$ cat config.mk
export PLATFORM = sky130hd
export DESIGN_NAME = prefix_handler_table_top
export DESIGN_NICKNAME = d
export VERILOG_FILES = /design/src/sv/pht_pkg.sv /design/src/sv/pht_ram.sv /design/src/sv/pht_front.sv /design/src/sv/pht_back.sv /design/src/sv/prefix_handler_table_top.sv
export SDC_FILE = /design/constraint.sdc
export NUM_CORES = 2
export LEC_CHECK = 0
export ABC_AREA = 1
export ABC_CLOCK_PERIOD_IN_PS = 13700
export BUFFER_PORTS_ARGS = -buffer_cell sky130_fd_sc_hd__buf_2
export CORE_MARGIN = 8
export CORE_UTILIZATION = 60
export CTS_CLUSTER_SIZE = 12
export DETAILED_ROUTE_END_ITERATION = 8
export GPL_ROUTABILITY_DRIVEN = 0
export PLACE_DENSITY = 0.79
export SLEW_MARGIN = 40
export SYNTH_ARGS = -nofsm -noshare
export SYNTH_HDL_FRONTEND = slang
export SYNTH_SLANG_ARGS = --single-unit
$ cat constraint.sdc
create_clock -name i_clk -period 13.7 [get_ports i_clk]
set_input_delay 0.685 -clock i_clk [delete_from_list [all_inputs] [get_ports i_clk]]
set_output_delay 0.685 -clock i_clk [all_outputs]
set_load 0.05 [all_outputs]
$ cat src/sv/pht_pkg.sv
// Shared types, constants and helper functions for the prefix handler table.
// Used by pht_front, pht_back and prefix_handler_table_top; depends on nothing.
`default_nettype none

package pht_pkg;

    localparam int HANDLE_W = 8;
    localparam int KEY_W    = 128;
    localparam int HALF_W   = 64;
    localparam int LEN_W    = 8;
    localparam int CNT_W    = 8;
    localparam int SEG_W    = 32;
    localparam int SEG_N    = KEY_W / SEG_W;
    localparam int SEG_LZ_W = 6;
    localparam int WORD_W   = HANDLE_W + KEY_W + LEN_W;
    localparam int QDEPTH   = 2;
    localparam int QPTR_W   = 1;
    localparam int QCNT_W   = 2;

    localparam logic [SEG_LZ_W-1:0] SEG_FULL = 6'd32;

    typedef enum logic [1:0] {
        CMD_REGISTER   = 2'd0,
        CMD_UNREGISTER = 2'd1,
        CMD_LOOKUP     = 2'd2,
        CMD_UNUSED     = 2'd3
    } t_cmd;

    typedef enum logic [1:0] {
        ST_OK        = 2'd0,
        ST_FULL      = 2'd1,
        ST_NOT_FOUND = 2'd2
    } t_status;

    typedef struct packed {
        t_cmd                op;
        logic [HANDLE_W-1:0] handle;
        logic [KEY_W-1:0]    data;
        logic [LEN_W-1:0]    len;
    } t_job;

    typedef struct packed {
        logic vld;
        t_job job;
    } t_req;

    function automatic logic [SEG_LZ_W-1:0] lzc32(input logic [SEG_W-1:0] x);
        logic [SEG_LZ_W-1:0] n;
        n = SEG_FULL;
        for (int i = 0; i < SEG_W; i++) begin
            if (x[i]) begin
                n = SEG_LZ_W'(SEG_W - 1 - i);
            end
        end
        return n;
    endfunction

endpackage

`default_nettype wire

$ cat src/sv/pht_ram.sv
// Generic single-write, single-read RAM with a registered read port.
// Used by pht_back for the entry store; depends on nothing.
`default_nettype none

module pht_ram #(
    parameter int WIDTH = 144,
    parameter int DEPTH = 8
) (
    input  wire logic                                  i_clk,
    input  wire logic                                  i_we,
    input  wire logic [((DEPTH > 1) ? $clog2(DEPTH) : 1)-1:0] i_waddr,
    input  wire logic [WIDTH-1:0]                      i_wdata,
    input  wire logic [((DEPTH > 1) ? $clog2(DEPTH) : 1)-1:0] i_raddr,
    output logic      [WIDTH-1:0]                      o_rdata
);

    logic [WIDTH-1:0] r_mem [DEPTH];
    logic [WIDTH-1:0] r_rdata;

    always_ff @(posedge i_clk) begin
        if (i_we) begin
            r_mem[i_waddr] <= i_wdata;
        end
        r_rdata <= r_mem[i_raddr];
    end

    assign o_rdata = r_rdata;

endmodule

`default_nettype wire

$ cat src/sv/pht_front.sv
// Front end: accepts commands, classifies them into jobs and queues them.
// Depends on pht_pkg; feeds pht_back through a two-entry queue.
`default_nettype none

module pht_front (
    input  wire logic                         i_clk,
    input  wire logic                         i_rst_n,
    input  wire logic                         i_start,
    input  wire logic [1:0]                   i_command,
    input  wire logic [pht_pkg::HANDLE_W-1:0] i_handle,
    input  wire logic [pht_pkg::HALF_W-1:0]   i_prefix_hi,
    input  wire logic [pht_pkg::HALF_W-1:0]   i_prefix_lo,
    input  wire logic [pht_pkg::LEN_W-1:0]    i_prefix_bits,
    input  wire logic [pht_pkg::HALF_W-1:0]   i_key_hi,
    input  wire logic [pht_pkg::HALF_W-1:0]   i_key_lo,
    output logic                              o_busy,
    output pht_pkg::t_req                     o_req,
    input  wire logic                         i_pop
);

    pht_pkg::t_job                     n_job;
    pht_pkg::t_job                     r_q [pht_pkg::QDEPTH];
    logic [pht_pkg::QPTR_W-1:0]        r_wptr;
    logic [pht_pkg::QPTR_W-1:0]        r_rptr;
    logic [pht_pkg::QCNT_W-1:0]        r_cnt;
    logic                              push;
    logic                              pop;

    always_comb begin
        n_job.op     = pht_pkg::t_cmd'(i_command);
        n_job.handle = i_handle;
        n_job.len    = i_prefix_bits;
        if (n_job.op == pht_pkg::CMD_LOOKUP) begin
            n_job.data = {i_key_hi, i_key_lo};
        end else begin
            n_job.data = {i_prefix_hi, i_prefix_lo};
        end
    end

    assign o_busy = (r_cnt == pht_pkg::QCNT_W'(pht_pkg::QDEPTH));
    assign push   = i_start && !o_busy;
    assign pop    = i_pop && (r_cnt != '0);

    assign o_req.vld = (r_cnt != '0);
    assign o_req.job = r_q[r_rptr];

    always_ff @(posedge i_clk) begin
        if (!i_rst_n) begin
            r_wptr <= '0;
            r_rptr <= '0;
            r_cnt  <= '0;
        end else begin
            if (push) begin
                r_wptr <= (r_wptr == pht_pkg::QPTR_W'(pht_pkg::QDEPTH - 1)) ? '0 : r_wptr + 1'b1;
            end
            if (pop) begin
                r_rptr <= (r_rptr == pht_pkg::QPTR_W'(pht_pkg::QDEPTH - 1)) ? '0 : r_rptr + 1'b1;
            end
            if (push && !pop) begin
                r_cnt <= r_cnt + 1'b1;
            end else if (pop && !push) begin
                r_cnt <= r_cnt - 1'b1;
            end
        end
    end

    always_ff @(posedge i_clk) begin
        if (push) begin
            r_q[r_wptr] <= n_job;
        end
    end

    a_no_pop_when_empty: assert property (@(posedge i_clk) disable iff (!i_rst_n)
        i_pop |-> r_cnt != '0)
        else $error("queue popped while empty");

endmodule

`default_nettype wire

$ cat src/sv/pht_back.sv
// Back end: walks the entry store one entry a cycle through a short pipeline
// and carries out register, unregister and lookup. Depends on pht_pkg, pht_ram.
`default_nettype none

module pht_back #(
    parameter int ENTRIES = 8
) (
    input  wire logic                         i_clk,
    input  wire logic                         i_rst_n,
    input  wire pht_pkg::t_req                i_req,
    output logic                              o_pop,
    input  wire logic                         i_default_pass,
    output logic                              o_strobe,
    output logic [1:0]                        o_status,
    output logic                              o_hit,
    output logic [2:0]                        o_entry_index,
    output logic [pht_pkg::HANDLE_W-1:0]      o_matched_handle,
    output logic [pht_pkg::CNT_W-1:0]         o_common_bits,
    output logic                              o_verdict_default
);

    localparam int IDX_W = (ENTRIES > 1) ? $clog2(ENTRIES) : 1;
    localparam logic [IDX_W-1:0] LAST_IDX = IDX_W'(ENTRIES - 1);

    typedef enum logic [2:0] {
        S_IDLE = 3'b001,
        S_SCAN = 3'b010,
        S_DONE = 3'b100
    } t_state;

    t_state                              r_state;
    t_state                              n_state;
    pht_pkg::t_job                       r_job;
    logic [ENTRIES-1:0]                  r_valid;
    logic [IDX_W-1:0]                    r_rd_ctr;
    logic                                r_iss;
    logic                                r_s1_vld;
    logic                                r_s1_last;
    logic [IDX_W-1:0]                    r_s1_idx;
    logic                                r_s2_vld;
    logic                                r_s2_last;
    logic [IDX_W-1:0]                    r_s2_idx;
    logic [pht_pkg::HANDLE_W-1:0]        r_s2_handle;
    logic [pht_pkg::LEN_W-1:0]           r_s2_len;
    logic [pht_pkg::SEG_LZ_W-1:0]        r_s2_seg [pht_pkg::SEG_N];
    logic                                r_found;
    logic [pht_pkg::CNT_W-1:0]           r_best;
    logic [IDX_W-1:0]                    r_idx;
    logic [pht_pkg::HANDLE_W-1:0]        r_mhandle;

    logic                                r_out_vld;
    logic [1:0]                          r_o_status;
    logic                                r_o_hit;
    logic [2:0]                          r_o_index;
    logic [pht_pkg::HANDLE_W-1:0]        r_o_handle;
    logic [pht_pkg::CNT_W-1:0]           r_o_common;
    logic                                r_o_verdict;

    logic [1:0]                          n_o_status;
    logic                                n_o_hit;
    logic [2:0]                          n_o_index;
    logic [pht_pkg::HANDLE_W-1:0]        n_o_handle;
    logic [pht_pkg::CNT_W-1:0]           n_o_common;

    logic                                ram_we;
    logic [pht_pkg::WORD_W-1:0]          ram_wdata;
    logic [pht_pkg::WORD_W-1:0]          ram_rdata;

    logic [pht_pkg::HANDLE_W-1:0]        s1_word_handle;
    logic [pht_pkg::KEY_W-1:0]           s1_word_prefix;
    logic [pht_pkg::LEN_W-1:0]           s1_word_len;
    logic [pht_pkg::KEY_W-1:0]           s1_diff;
    logic [pht_pkg::HANDLE_W-1:0]        s1_handle;
    logic [pht_pkg::SEG_LZ_W-1:0]        s1_seg [pht_pkg::SEG_N];

    logic [pht_pkg::CNT_W-1:0]           s2_cnt;
    logic                                s2_take;
    logic [IDX_W+2:0]                    idx_ext;

    pht_ram #(
        .WIDTH (pht_pkg::WORD_W),
        .DEPTH (ENTRIES)
    ) u_ram (
        .i_clk   (i_clk),
        .i_we    (ram_we),
        .i_waddr (r_idx),
        .i_wdata (ram_wdata),
        .i_raddr (r_rd_ctr),
        .o_rdata (ram_rdata)
    );

    assign ram_we    = (r_state == S_DONE) && r_found && (r_job.op == pht_pkg::CMD_REGISTER);
    assign ram_wdata = {r_job.handle, r_job.data, r_job.len};
    assign o_pop     = (r_state == S_IDLE) && i_req.vld;

    // Stage one: unpack the stored word and count leading equal bits per segment.
    always_comb begin
        s1_word_handle = ram_rdata[pht_pkg::WORD_W-1 -: pht_pkg::HANDLE_W];
        s1_word_prefix = ram_rdata[pht_pkg::LEN_W +: pht_pkg::KEY_W];
        s1_word_len    = ram_rdata[pht_pkg::LEN_W-1:0];
        s1_diff        = s1_word_prefix ^ r_job.data;
        s1_handle      = r_valid[r_s1_idx] ? s1_word_handle : '0;
        for (int k = 0; k < pht_pkg::SEG_N; k++) begin
            s1_seg[k] = pht_pkg::lzc32(s1_diff[pht_pkg::KEY_W-1-k*pht_pkg::SEG_W -: pht_pkg::SEG_W]);
        end
    end

    // Stage two: merge segment counts and decide whether this entry wins.
    always_comb begin
        if (r_s2_seg[0] != pht_pkg::SEG_FULL) begin
            s2_cnt = {2'b00, r_s2_seg[0]};
        end else if (r_s2_seg[1] != pht_pkg::SEG_FULL) begin
            s2_cnt = 8'd32 + {2'b00, r_s2_seg[1]};
        end else if (r_s2_seg[2] != pht_pkg::SEG_FULL) begin
            s2_cnt = 8'd64 + {2'b00, r_s2_seg[2]};
        end else if (r_s2_seg[3] != pht_pkg::SEG_FULL) begin
            s2_cnt = 8'd96 + {2'b00, r_s2_seg[3]};
        end else begin
            s2_cnt = 8'd128;
        end

        s2_take = 1'b0;
        if (r_s2_vld) begin
            unique case (r_job.op)
                pht_pkg::CMD_REGISTER: begin
                    s2_take = !r_found && (r_s2_handle == '0);
                end
                pht_pkg::CMD_UNREGISTER: begin
                    s2_take = !r_found && (r_s2_handle == r_job.handle);
                end
                pht_pkg::CMD_LOOKUP: begin
                    s2_take = (r_s2_handle != '0) && (s2_cnt >= r_s2_len) && (s2_cnt > r_best);
                end
                pht_pkg::CMD_UNUSED: begin
                    s2_take = 1'b0;
                end
                default: begin
                    s2_take = 1'b0;
                end
            endcase
        end
    end

    always_comb begin
        unique case (r_state)
            S_IDLE:  n_state = i_req.vld ? S_SCAN : S_IDLE;
            S_SCAN:  n_state = (r_s2_vld && r_s2_last) ? S_DONE : S_SCAN;
            S_DONE:  n_state = S_IDLE;
            default: n_state = S_IDLE;
        endcase
    end

    assign idx_ext = {3'b000, r_idx};

    always_comb begin
        n_o_status = pht_pkg::ST_OK;
        n_o_hit    = 1'b0;
        n_o_index  = '0;
        n_o_handle = '0;
        n_o_common = '0;
        unique case (r_job.op)
            pht_pkg::CMD_REGISTER: begin
                n_o_status = r_found ? pht_pkg::ST_OK : pht_pkg::ST_FULL;
                n_o_index  = r_found ? idx_ext[2:0] : 3'b000;
            end
            pht_pkg::CMD_UNREGISTER: begin
                n_o_status = r_found ? pht_pkg::ST_OK : pht_pkg::ST_NOT_FOUND;
                n_o_index  = r_found ? idx_ext[2:0] : 3'b000;
            end
            pht_pkg::CMD_LOOKUP: begin
                n_o_hit    = r_found;
                n_o_index  = r_found ? idx_ext[2:0] : 3'b000;
                n_o_handle = r_found ? r_mhandle : '0;
                n_o_common = r_found ? r_best : '0;
            end
            pht_pkg::CMD_UNUSED: begin
                n_o_status = pht_pkg::ST_OK;
            end
            default: begin
                n_o_status = pht_pkg::ST_OK;
            end
        endcase
    end

    always_ff @(posedge i_clk) begin
        if (!i_rst_n) begin
            r_state   <= S_IDLE;
            r_iss     <= 1'b0;
            r_s1_vld  <= 1'b0;
            r_s2_vld  <= 1'b0;
            r_valid   <= '0;
            r_out_vld <= 1'b0;
        end else begin
            r_state   <= n_state;
            r_s1_vld  <= r_iss;
            r_s2_vld  <= r_s1_vld;
            r_out_vld <= (r_state == S_DONE);
            if ((r_state == S_IDLE) && i_req.vld) begin
                r_iss <= 1'b1;
            end else if (r_iss && (r_rd_ctr == LAST_IDX)) begin
                r_iss <= 1'b0;
            end
            if ((r_state == S_DONE) && r_found) begin
                if (r_job.op == pht_pkg::CMD_REGISTER) begin
                    r_valid[r_idx] <= (r_job.handle != '0);
                end else if (r_job.op == pht_pkg::CMD_UNREGISTER) begin
                    r_valid[r_idx] <= 1'b0;
                end
            end
        end
    end

    always_ff @(posedge i_clk) begin
        if ((r_state == S_IDLE) && i_req.vld) begin
            r_job     <= i_req.job;
            r_rd_ctr  <= '0;
            r_found   <= 1'b0;
            r_best    <= '0;
            r_idx     <= '0;
            r_mhandle <= '0;
        end else begin
            if (r_iss) begin
                r_rd_ctr <= r_rd_ctr + 1'b1;
            end
            if (s2_take) begin
                r_found   <= 1'b1;
                r_idx     <= r_s2_idx;
                r_best    <= s2_cnt;
                r_mhandle <= r_s2_handle;
            end
        end

        r_s1_idx    <= r_rd_ctr;
        r_s1_last   <= (r_rd_ctr == LAST_IDX);
        r_s2_idx    <= r_s1_idx;
        r_s2_last   <= r_s1_last;
        r_s2_handle <= s1_handle;
        r_s2_len    <= s1_word_len;
        for (int k = 0; k < pht_pkg::SEG_N; k++) begin
            r_s2_seg[k] <= s1_seg[k];
        end

        if (r_state == S_DONE) begin
            r_o_status  <= n_o_status;
            r_o_hit     <= n_o_hit;
            r_o_index   <= n_o_index;
            r_o_handle  <= n_o_handle;
            r_o_common  <= n_o_common;
            r_o_verdict <= i_default_pass;
        end
    end

    assign o_strobe          = r_out_vld;
    assign o_status          = r_o_status;
    assign o_hit             = r_o_hit;
    assign o_entry_index     = r_o_index;
    assign o_matched_handle  = r_o_handle;
    assign o_common_bits     = r_o_common;
    assign o_verdict_default = r_o_verdict;

    a_strobe_after_done: assert property (@(posedge i_clk) disable iff (!i_rst_n)
        r_out_vld |-> $past(r_state) == S_DONE)
        else $error("result strobe without a finished transaction");

    a_hit_has_bits: assert property (@(posedge i_clk) disable iff (!i_rst_n)
        (r_out_vld && r_o_hit) |-> (r_o_common != '0) && (r_o_handle != '0))
        else $error("lookup hit with zero common bits or empty handle");

    a_pipe_only_in_scan: assert property (@(posedge i_clk) disable iff (!i_rst_n)
        r_s2_vld |-> r_state == S_SCAN)
        else $error("scan pipeline active outside the scan");

    a_full_means_all_valid: assert property (@(posedge i_clk) disable iff (!i_rst_n)
        ((r_state == S_DONE) && (r_job.op == pht_pkg::CMD_REGISTER) && !r_found)
        |-> (&r_valid))
        else $error("table reported full with an empty entry");

endmodule

`default_nettype wire

$ cat src/sv/prefix_handler_table_top.sv
// Top level of the prefix handler table: configuration register, front end and back end.
// Depends on pht_pkg, pht_front, pht_back (and pht_ram below it).
//
//  Channel   Direction  Handshake               Payload
//  command   in         start & !busy           i_command, i_handle, i_prefix_*, i_key_*
//  result    out        o_strobe (one cycle)    o_status, o_hit, o_entry_index,
//                                               o_matched_handle, o_common_bits,
//                                               o_verdict_default
//  config    in         i_cfg_we                i_cfg_wdata (default verdict)
//
// Every command walks all ENTRIES entries of the store, one RAM read per cycle through
// a two-stage compare pipeline; the back end takes the next command only when idle.
// Two further commands can wait in the queue; busy is high while it is full.
// Reset is synchronous and clears the valid bits, the queue and the default verdict.
// The receiver cannot stall: each result appears for exactly one cycle.
`default_nettype none

module prefix_handler_table_top #(
    parameter int ENTRIES = 8
) (
    input  wire logic                         i_clk,
    input  wire logic                         i_rst_n,
    input  wire logic                         start,
    output logic                              busy,
    input  wire logic [1:0]                   i_command,
    input  wire logic [pht_pkg::HANDLE_W-1:0] i_handle,
    input  wire logic [pht_pkg::HALF_W-1:0]   i_prefix_hi,
    input  wire logic [pht_pkg::HALF_W-1:0]   i_prefix_lo,
    input  wire logic [pht_pkg::LEN_W-1:0]    i_prefix_bits,
    input  wire logic [pht_pkg::HALF_W-1:0]   i_key_hi,
    input  wire logic [pht_pkg::HALF_W-1:0]   i_key_lo,
    input  wire logic                         i_cfg_we,
    input  wire logic                         i_cfg_wdata,
    output logic                              o_strobe,
    output logic [1:0]                        o_status,
    output logic                              o_hit,
    output logic [2:0]                        o_entry_index,
    output logic [pht_pkg::HANDLE_W-1:0]      o_matched_handle,
    output logic [pht_pkg::CNT_W-1:0]         o_common_bits,
    output logic                              o_verdict_default
);

    logic          r_default_pass;
    pht_pkg::t_req req;
    logic          pop;

    always_ff @(posedge i_clk) begin
        if (!i_rst_n) begin
            r_default_pass <= 1'b0;
        end else if (i_cfg_we) begin
            r_default_pass <= i_cfg_wdata;
        end
    end

    pht_front u_front (
        .i_clk         (i_clk),
        .i_rst_n       (i_rst_n),
        .i_start       (start),
        .i_command     (i_command),
        .i_handle      (i_handle),
        .i_prefix_hi   (i_prefix_hi),
        .i_prefix_lo   (i_prefix_lo),
        .i_prefix_bits (i_prefix_bits),
        .i_key_hi      (i_key_hi),
        .i_key_lo      (i_key_lo),
        .o_busy        (busy),
        .o_req         (req),
        .i_pop         (pop)
    );

    pht_back #(
        .ENTRIES (ENTRIES)
    ) u_back (
        .i_clk             (i_clk),
        .i_rst_n           (i_rst_n),
        .i_req             (req),
        .o_pop             (pop),
        .i_default_pass    (r_default_pass),
        .o_strobe          (o_strobe),
        .o_status          (o_status),
        .o_hit             (o_hit),
        .o_entry_index     (o_entry_index),
        .o_matched_handle  (o_matched_handle),
        .o_common_bits     (o_common_bits),
        .o_verdict_default (o_verdict_default)
    );

endmodule

`default_nettype wire
==> Word-level counts from Yosys, hierarchy flattened <==
Memories as Yosys holds them, arrays and structs flattened. A register that Yosys moved wholly into a read port is not among the register bits.
Index checks and enable logic that the tools add are counted.
{ "classes": {"multipliers": 0, "n_lt_le_gt_ge": 5, "addsub": 8, "bitwise_logic": 3, "shift": 0, "n_eq_ne": 14, "n_div": 0, "muxes": 158, "reduce_logical": 30} }
{ "op_table": {"columns": ["cell", "count"], "rows": [
  ["$mux 6", 128],
  ["$mux 128", 1],
  ["$xor 128x128->128", 1],
  ["$mux 8", 6],
  ["$ne 6x6->1 const B", 4],
  ["$add 7x6->8 const A", 2],
  ["$reduce_bool 8->1", 2],
  ["$logic_and 1x1->1", 14],
  ["$mux 1", 12],
  ["$and 8x8->8", 1],
  ["$bwmux 8", 1],
  ["$eq 2x2->1 const B", 4],
  ["$eq 8x8->1", 1],
  ["$ge 8x8->1", 1],
  ["$gt 8x8->1", 1],
  ["$logic_not 8->1", 1],
  ["$lt 3x4->1 const B", 2],
  ["$mux 2", 4],
  ["$not 8->8", 1],
  ["$reduce_bool 2->1", 4],
  ["$add 6x6->7 const A", 1],
  ["$eq 3x3->1 const B", 2],
  ["$pmux 3 s2", 1],
  ["$reduce_and 2->1", 3],
  ["16 further kinds", 20]
]} }
{ "word_totals": {"rom_bits": 0, "latchBits": 0, "ramBits": 1468, "reg_bits": 90, "word_cells": 248, "out_inout_bits": 25, "n_memories": 3, "inputBits": 279} }
{ "mem_list": {"columns": ["memory", "depth", "word_bits", "read_ports", "rd_ports_with_merged_regs", "wr", "line_no", "text"], "rows": [
  ["u_back.u_ram.r_mem", 8, 144, 1, 1, 1, "pht_ram.sv:17", "logic [WIDTH-1:0] r_mem [DEPTH];"],
  ["u_front.r_q", 2, 146, 1, 1, 1, "pht_front.sv:22", "pht_pkg::t_job r_q [pht_pkg::QDEPTH];"],
  ["u_back.r_s2_seg", 4, 6, 4, 0, 4, "pht_back.sv:45", "logic [pht_pkg::SEG_LZ_W-1:0] r_s2_seg [pht_pkg::SEG_N];"]
]} }

==> Depth between registers and ports, before layout <==
{ "depth": {"word_depth": 33, "depth_mapped": 33, "ltp_nobuf": 33} }

==> Modules after synthesis <==
From an unflattened synthesis, not the netlist that was laid out.
{ "unflattened": {"cells_unflattened": 7121, "hier_area_um2": 77520.6} }
{ "by_module_without_submodules": {"columns": ["module", "seq_area_each_um2", "cells_each", "area_each_um2", "n_inst"], "rows": [
  ["pht_ram", 37475.9, 5137, 53164.7, 1],
  ["pht_front", 8868.5, 919, 12678.4, 1],
  ["pht_back", 6796.5, 1059, 11636.2, 1],
  ["prefix_handler_table_top", 20.0, 6, 41.3, 1]
]} }

==> Worst setup path before layout <==
OpenSTA, ideal clock, no wires.
{ "synth_timing": {"kind": "reg2reg", "start": "reg u_back.r_state[0]", "end": "reg u_front.r_cnt[1] (netlist bit)", "n_path_buf": 1, "required_time_ps": 13578, "setup_time_ps": 122, "synth_period_minus_slack_ps": 9618, "setup_slack_ps": 4082, "path_stages_with_launch": 12, "arrival_time_ps": 9496, "cell_sequence": "dfxtp_1 -> inv_1 -> nor3_1 -> inv_1 -> a21oi_1 -> inv_1 -> clkbuf_1 -> ha_1 -> a21oi_1 -> o21ai_0 -> o21ai_0 -> a21oi_1"} }
{ "synth_via": {"elab_chain_cells": 6, "elab_cells_between_ends": 8, "classes_between": "1 x eq/ne; 1 x mux; 6 x reduce/logical"} }
{ "synth_rtl": {"columns": ["item", "line_no", "text"], "rows": [
  ["start, declared", "pht_back.sv:31", "t_state r_state;"],
  ["start signal, assigned", "pht_back.sv:194", "r_state <= n_state;"],
  ["$eq 3x1->1 *", "pht_back.sv:94", "assign o_pop = (r_state == S_IDLE) && i_req.vld;"],
  ["$logic_and 1x1->1 *", "pht_back.sv:94", null],
  ["named net pop", "prefix_handler_table_top.sv:45", "logic pop;"],
  ["$logic_and 1x1->1 *", "pht_front.sv:42", "assign pop = i_pop && (r_cnt != '0);"],
  ["$logic_not 1->1", "pht_front.sv:59", "if (push && !pop) begin"],
  ["$logic_and 1x1->1", "pht_front.sv:59", null],
  ["$mux 2 or $reduce_bool 2->1 (tied branches)", null, null],
  ["end signal, assigned", "pht_front.sv:60", "r_cnt <= r_cnt + 1'b1;"],
  ["end signal, assigned", "pht_front.sv:62", "r_cnt <= r_cnt - 1'b1;"],
  ["end, declared", "pht_front.sv:25", "logic [pht_pkg::QCNT_W-1:0] r_cnt;"]
]} }
Mark *: on every way through the listed nets, which the timed path passes. The rest lies on a longest branch.
A chain may end at the register's enable or synchronous reset.

==> flow_metrics.env <==
export IMPL_slew_headroom_pct=35.13
export IMPL_synth_enable_flop_cells=1613
export IMPL_drc=0
export IMPL_rows=125
export IMPL_outcome="finished, final reports clean"
export IMPL_cts_htree_levels=4
export IMPL_die_y_um=358.6
export IMPL_fillers=7590
export IMPL_p_leak_nw=28.30
export IMPL_max_slew_worst_pin_slew_ns=0.9730
export IMPL_clock_skew_ns=0.02180
export IMPL_cp_required_ns=14.35
export IMPL_postRouteWirelength_mm=156.6
export IMPL_period_minus_slack_ns=3.904
export IMPL_drt_pre_antenna_iters=6
export IMPL_criticalPathCategory="flop to flop"
export IMPL_finish_instance_area_mm2=0.07947
export IMPL_synthesis_instances=5453
export IMPL_grt_antenna_before_repair=5
export IMPL_layout_worst_path_cycle_share_pct=28.49
export IMPL_postCtsSetupBuffers=0
export IMPL_hold_worst_slack_ns=0.1081
export IMPL_number_of_cts_inserted_buffers=181
export IMPL_clockBufferDepth=3
export IMPL_number_of_hold_slack_violations_in_the_final_timing_report=0
export IMPL_setup_total_negative_slack_ns=0
export IMPL_worst_ep_arrival_time_ns=4.55
export IMPL_syn_nets=5751
export IMPL_drt_vias_per_instance=5.862
export IMPL_routedWlPerCell_um=21.18
export IMPL_layout_common_cells="sky130_fd_sc_hd__edfxtp_1, sky130_fd_sc_hd__nor2_1, sky130_fd_sc_hd__nand2_1"
export IMPL_floorplan_die_area_mm2=0.1286
export IMPL_end_kind="flop"
export IMPL_detailedRoute_firstIterationViolations=4675
export IMPL_crit_chain="nor2_1 -> nand2_1 -> nor3_1 -> a21oi_1 -> o21bai_1 -> a21oi_1 -> ha_1 -> o21ai_1 -> nand2_1 -> a21oi_1 -> o21bai_1 -> a21oi_1 -> o21bai_1 -> a21oi_1 -> nor2_1 -> o221ai_1 -> nand2_1 -> nand2_2 -> inv_2 -> o21ai_1 -> a21oi_1"
export IMPL_power_per_cell_area_mw_per_mm2=207.7
export IMPL_summed_instance_area_of_the_synthesized_netlist_mm2=0.07041
export IMPL_numPortBuffers=303
export IMPL_clkLatencyLatePin_ns=0.78
export IMPL_clock_tree_root_cell="sky130_fd_sc_hd__clkbuf_16"
export IMPL_ys_dominant_reg_cell="sky130_fd_sc_hd__edfxtp_1"
export IMPL_dr_total_vias=43360
export IMPL_initial_utilization_pct=60.51
export IMPL_rsz0062_at_grt="false"
export IMPL_synth_seq_area_share_pct=75.47
export IMPL_flip_flop_and_latch_count_after_synthesis=1848
export IMPL_vdd_drop_max_mv=0.1493
export IMPL_postSynthAreaPerCell_um2=12.91
export IMPL_core_mm2=0.1164
export IMPL_timing_critical_path_slowest_stage_cell="sky130_fd_sc_hd__nor3_1"
export IMPL_post_route_cells_drive_above_1_share_pct=13.02
export IMPL_nNetsFinal=6018
export IMPL_critical_path_max_stage_delay_ns=0.54
export IMPL_cts_clock_pin_slew_for_the_worst_setup_and_hold_paths_ns=0.06
export IMPL_gr_total_overflow=0
export IMPL_asyncSetResetFlopFracSynth_pct=0
export IMPL_holdBufCountCts=0
export IMPL_grtUsageTotal_pct=23.98
export IMPL_netlist_cell_type_count=43
export IMPL_grt_first_pass_wirelength_mm=241.1
export IMPL_route_antenna_remaining_nets=0
export IMPL_crit_path_max_fanout=38
export IMPL_fmax_mhz=256.2
export IMPL_syn2layout_area_growth_pct=12.87
export IMPL_ys_warnings_count=0
export IMPL_hold_class="primary input to flop"
export IMPL_first_global_vias=43620
export IMPL_design_portCount=304
export IMPL_placedInstanceArea_mm2=0.07376
export IMPL_layout_cells_most_common="sky130_fd_sc_hd__edfxtp_1"
export IMPL_cts_sinks=1848
export IMPL_cts_tree="yes"
export IMPL_critPathLaunchType="flop"
export IMPL_seqCellArea_mm2=0.05315
export IMPL_grt_max_degree=213
export IMPL_multi_input_comb_area_mm2=0.01559
export IMPL_final_max_slew_viol_count=0
export IMPL_maxCapViolations=0
export IMPL_dp_final_hpwl_mm=83.51
export IMPL_die_width_um=358.6
export IMPL_post_cts_resize_count=0
export IMPL_critical_path_most_common_cell="sky130_fd_sc_hd__a21oi_1"
export IMPL_finalSetupViolCount=0
## cell type report
class	count	share of cell area, %
timing repair buffer	363	3.150
tap	1524	2.399
multi-input combinational	3148	19.61
sequential	1848	66.88
clock buffer	314	6.745
antenna	2	0.006297
inverter	178	0.9635
clock inverter	19	0.2409
## power breakdown
| group | internal (mW) | switching, mW | leakage (nW) | total [mW] |
|---|---|---|---|---|
| clock network | 2.67 | 2.00 | 2.67 | 4.67 |
| registers | 7.44 | 0.787 | 16.7 | 8.22 |
| logic | 1.13 | 2.49 | 8.95 | 3.62 |
| total | 11.2 | 5.28 | 28.3 | 16.5 |
## critical path: cells and delay by family, from the launching register on
family	cells	cell delay (ns)
fa+ha+maj	1	0.32
simple gates	7	1.51
buf+inv	1	0.08
flops	1	0.31
compound gates	12	1.57
## per-layer routing
layer | GRT usage [%] | wire [µm]
met4 | 8.672 | 4813
met2 | 39.95 | 76660
met5 | 0 | 26
met1 | 32.36 | 63010
met3 | 3.632 | 12120
## flip-flops by register name, indices dropped and copies added (netlist names), 24 cells and up
| register | count |
|---|---|
| u_back.r_job | 146 |
| u_back.r_s2_seg | 24 |
| u_back.u_ram.o_rdata | 144 |
| u_back.u_ram.r_mem | 1152 |
| u_front.r_q | 292 |
## Yosys cell counts, types with 6 or more instances
| library cell | instances | share of area, % |
|---|---|---|
| sky130_fd_sc_hd__a21oi_1 | 71 | 0.50 |
| sky130_fd_sc_hd__inv_1 | 152 | 0.81 |
| sky130_fd_sc_hd__o21ai_0 | 597 | 4.2 |
| sky130_fd_sc_hd__nand4_1 | 6 | 0.053 |
| sky130_fd_sc_hd__nor4_1 | 14 | 0.12 |
| sky130_fd_sc_hd__nor3_1 | 19 | 0.14 |
| sky130_fd_sc_hd__nand3_1 | 14 | 0.10 |
| sky130_fd_sc_hd__dfxtp_1 | 235 | 6.7 |
| sky130_fd_sc_hd__nand2_1 | 663 | 3.5 |
| sky130_fd_sc_hd__clkbuf_1 | 249 | 1.3 |
| sky130_fd_sc_hd__o21bai_1 | 8 | 0.085 |
| sky130_fd_sc_hd__xor2_1 | 68 | 0.85 |
| sky130_fd_sc_hd__buf_1 | 22 | 0.12 |
| sky130_fd_sc_hd__ha_1 | 19 | 0.34 |
| sky130_fd_sc_hd__buf_2 | 8 | 0.057 |
| sky130_fd_sc_hd__edfxtp_1 | 1613 | 69 |
| sky130_fd_sc_hd__mux2_2 | 128 | 2.0 |
| sky130_fd_sc_hd__nor2_1 | 1124 | 6.0 |
| sky130_fd_sc_hd__a31oi_1 | 157 | 1.4 |
| sky130_fd_sc_hd__xnor2_1 | 53 | 0.66 |
| sky130_fd_sc_hd__o22ai_1 | 146 | 1.3 |
| sky130_fd_sc_hd__inv_2 | 19 | 0.10 |
| sky130_fd_sc_hd__o21ai_1 | 28 | 0.20 |
## logic make-up (layout without fill, tap and decap cells)
kind of cell	count (synthesis)	after routing	share of synthesized area, %
XOR/XNOR	125	125	1.646
multiplexers	128	128	2.047
AND/OR/NAND/NOR	1850	1850	10.03
other	0	2	0
adder cells (fa/ha/maj)	19	19	0.3376
AO/OA/AOI/OAI	1026	1026	7.936
buffers and inverters	457	874	2.529
flip-flops	1848	1848	75.47
## stage by stage
step	instances	worst slack (ns)	utilization, %	power, mW
after detailed placement	7056	9.919	63.39	11.85
after global routing	7394	9.471	68.29	17.27
after global placement	7040	9.771	63.03	11.66
after CTS	7389	9.846	68.16	16.54
after floorplan	5453	4.082	-	10.60
final	7396	9.796	68.30	16.51
## final timing paths
| check | startpoint | to | slack (ns) | cells past startpoint |
|---|---|---|---|---|
| worst max register to register | u_back.r_s2_seg[2][2] | u_back.r_best[0] | 9.80 | 21 |
| worst min register to register | u_back.u_ram.o_rdata[1] | u_back.r_s2_len[1] | 0.32 | 0 |
| worst min-delay path | i_prefix_bits[6] | u_front.r_q[1][6] | 0.11 | 1 |
| worst max-delay path | u_back.r_s2_seg[2][2] | u_back.r_best[0] | 9.80 | 21 |
(Power assumes the default switching activity.)
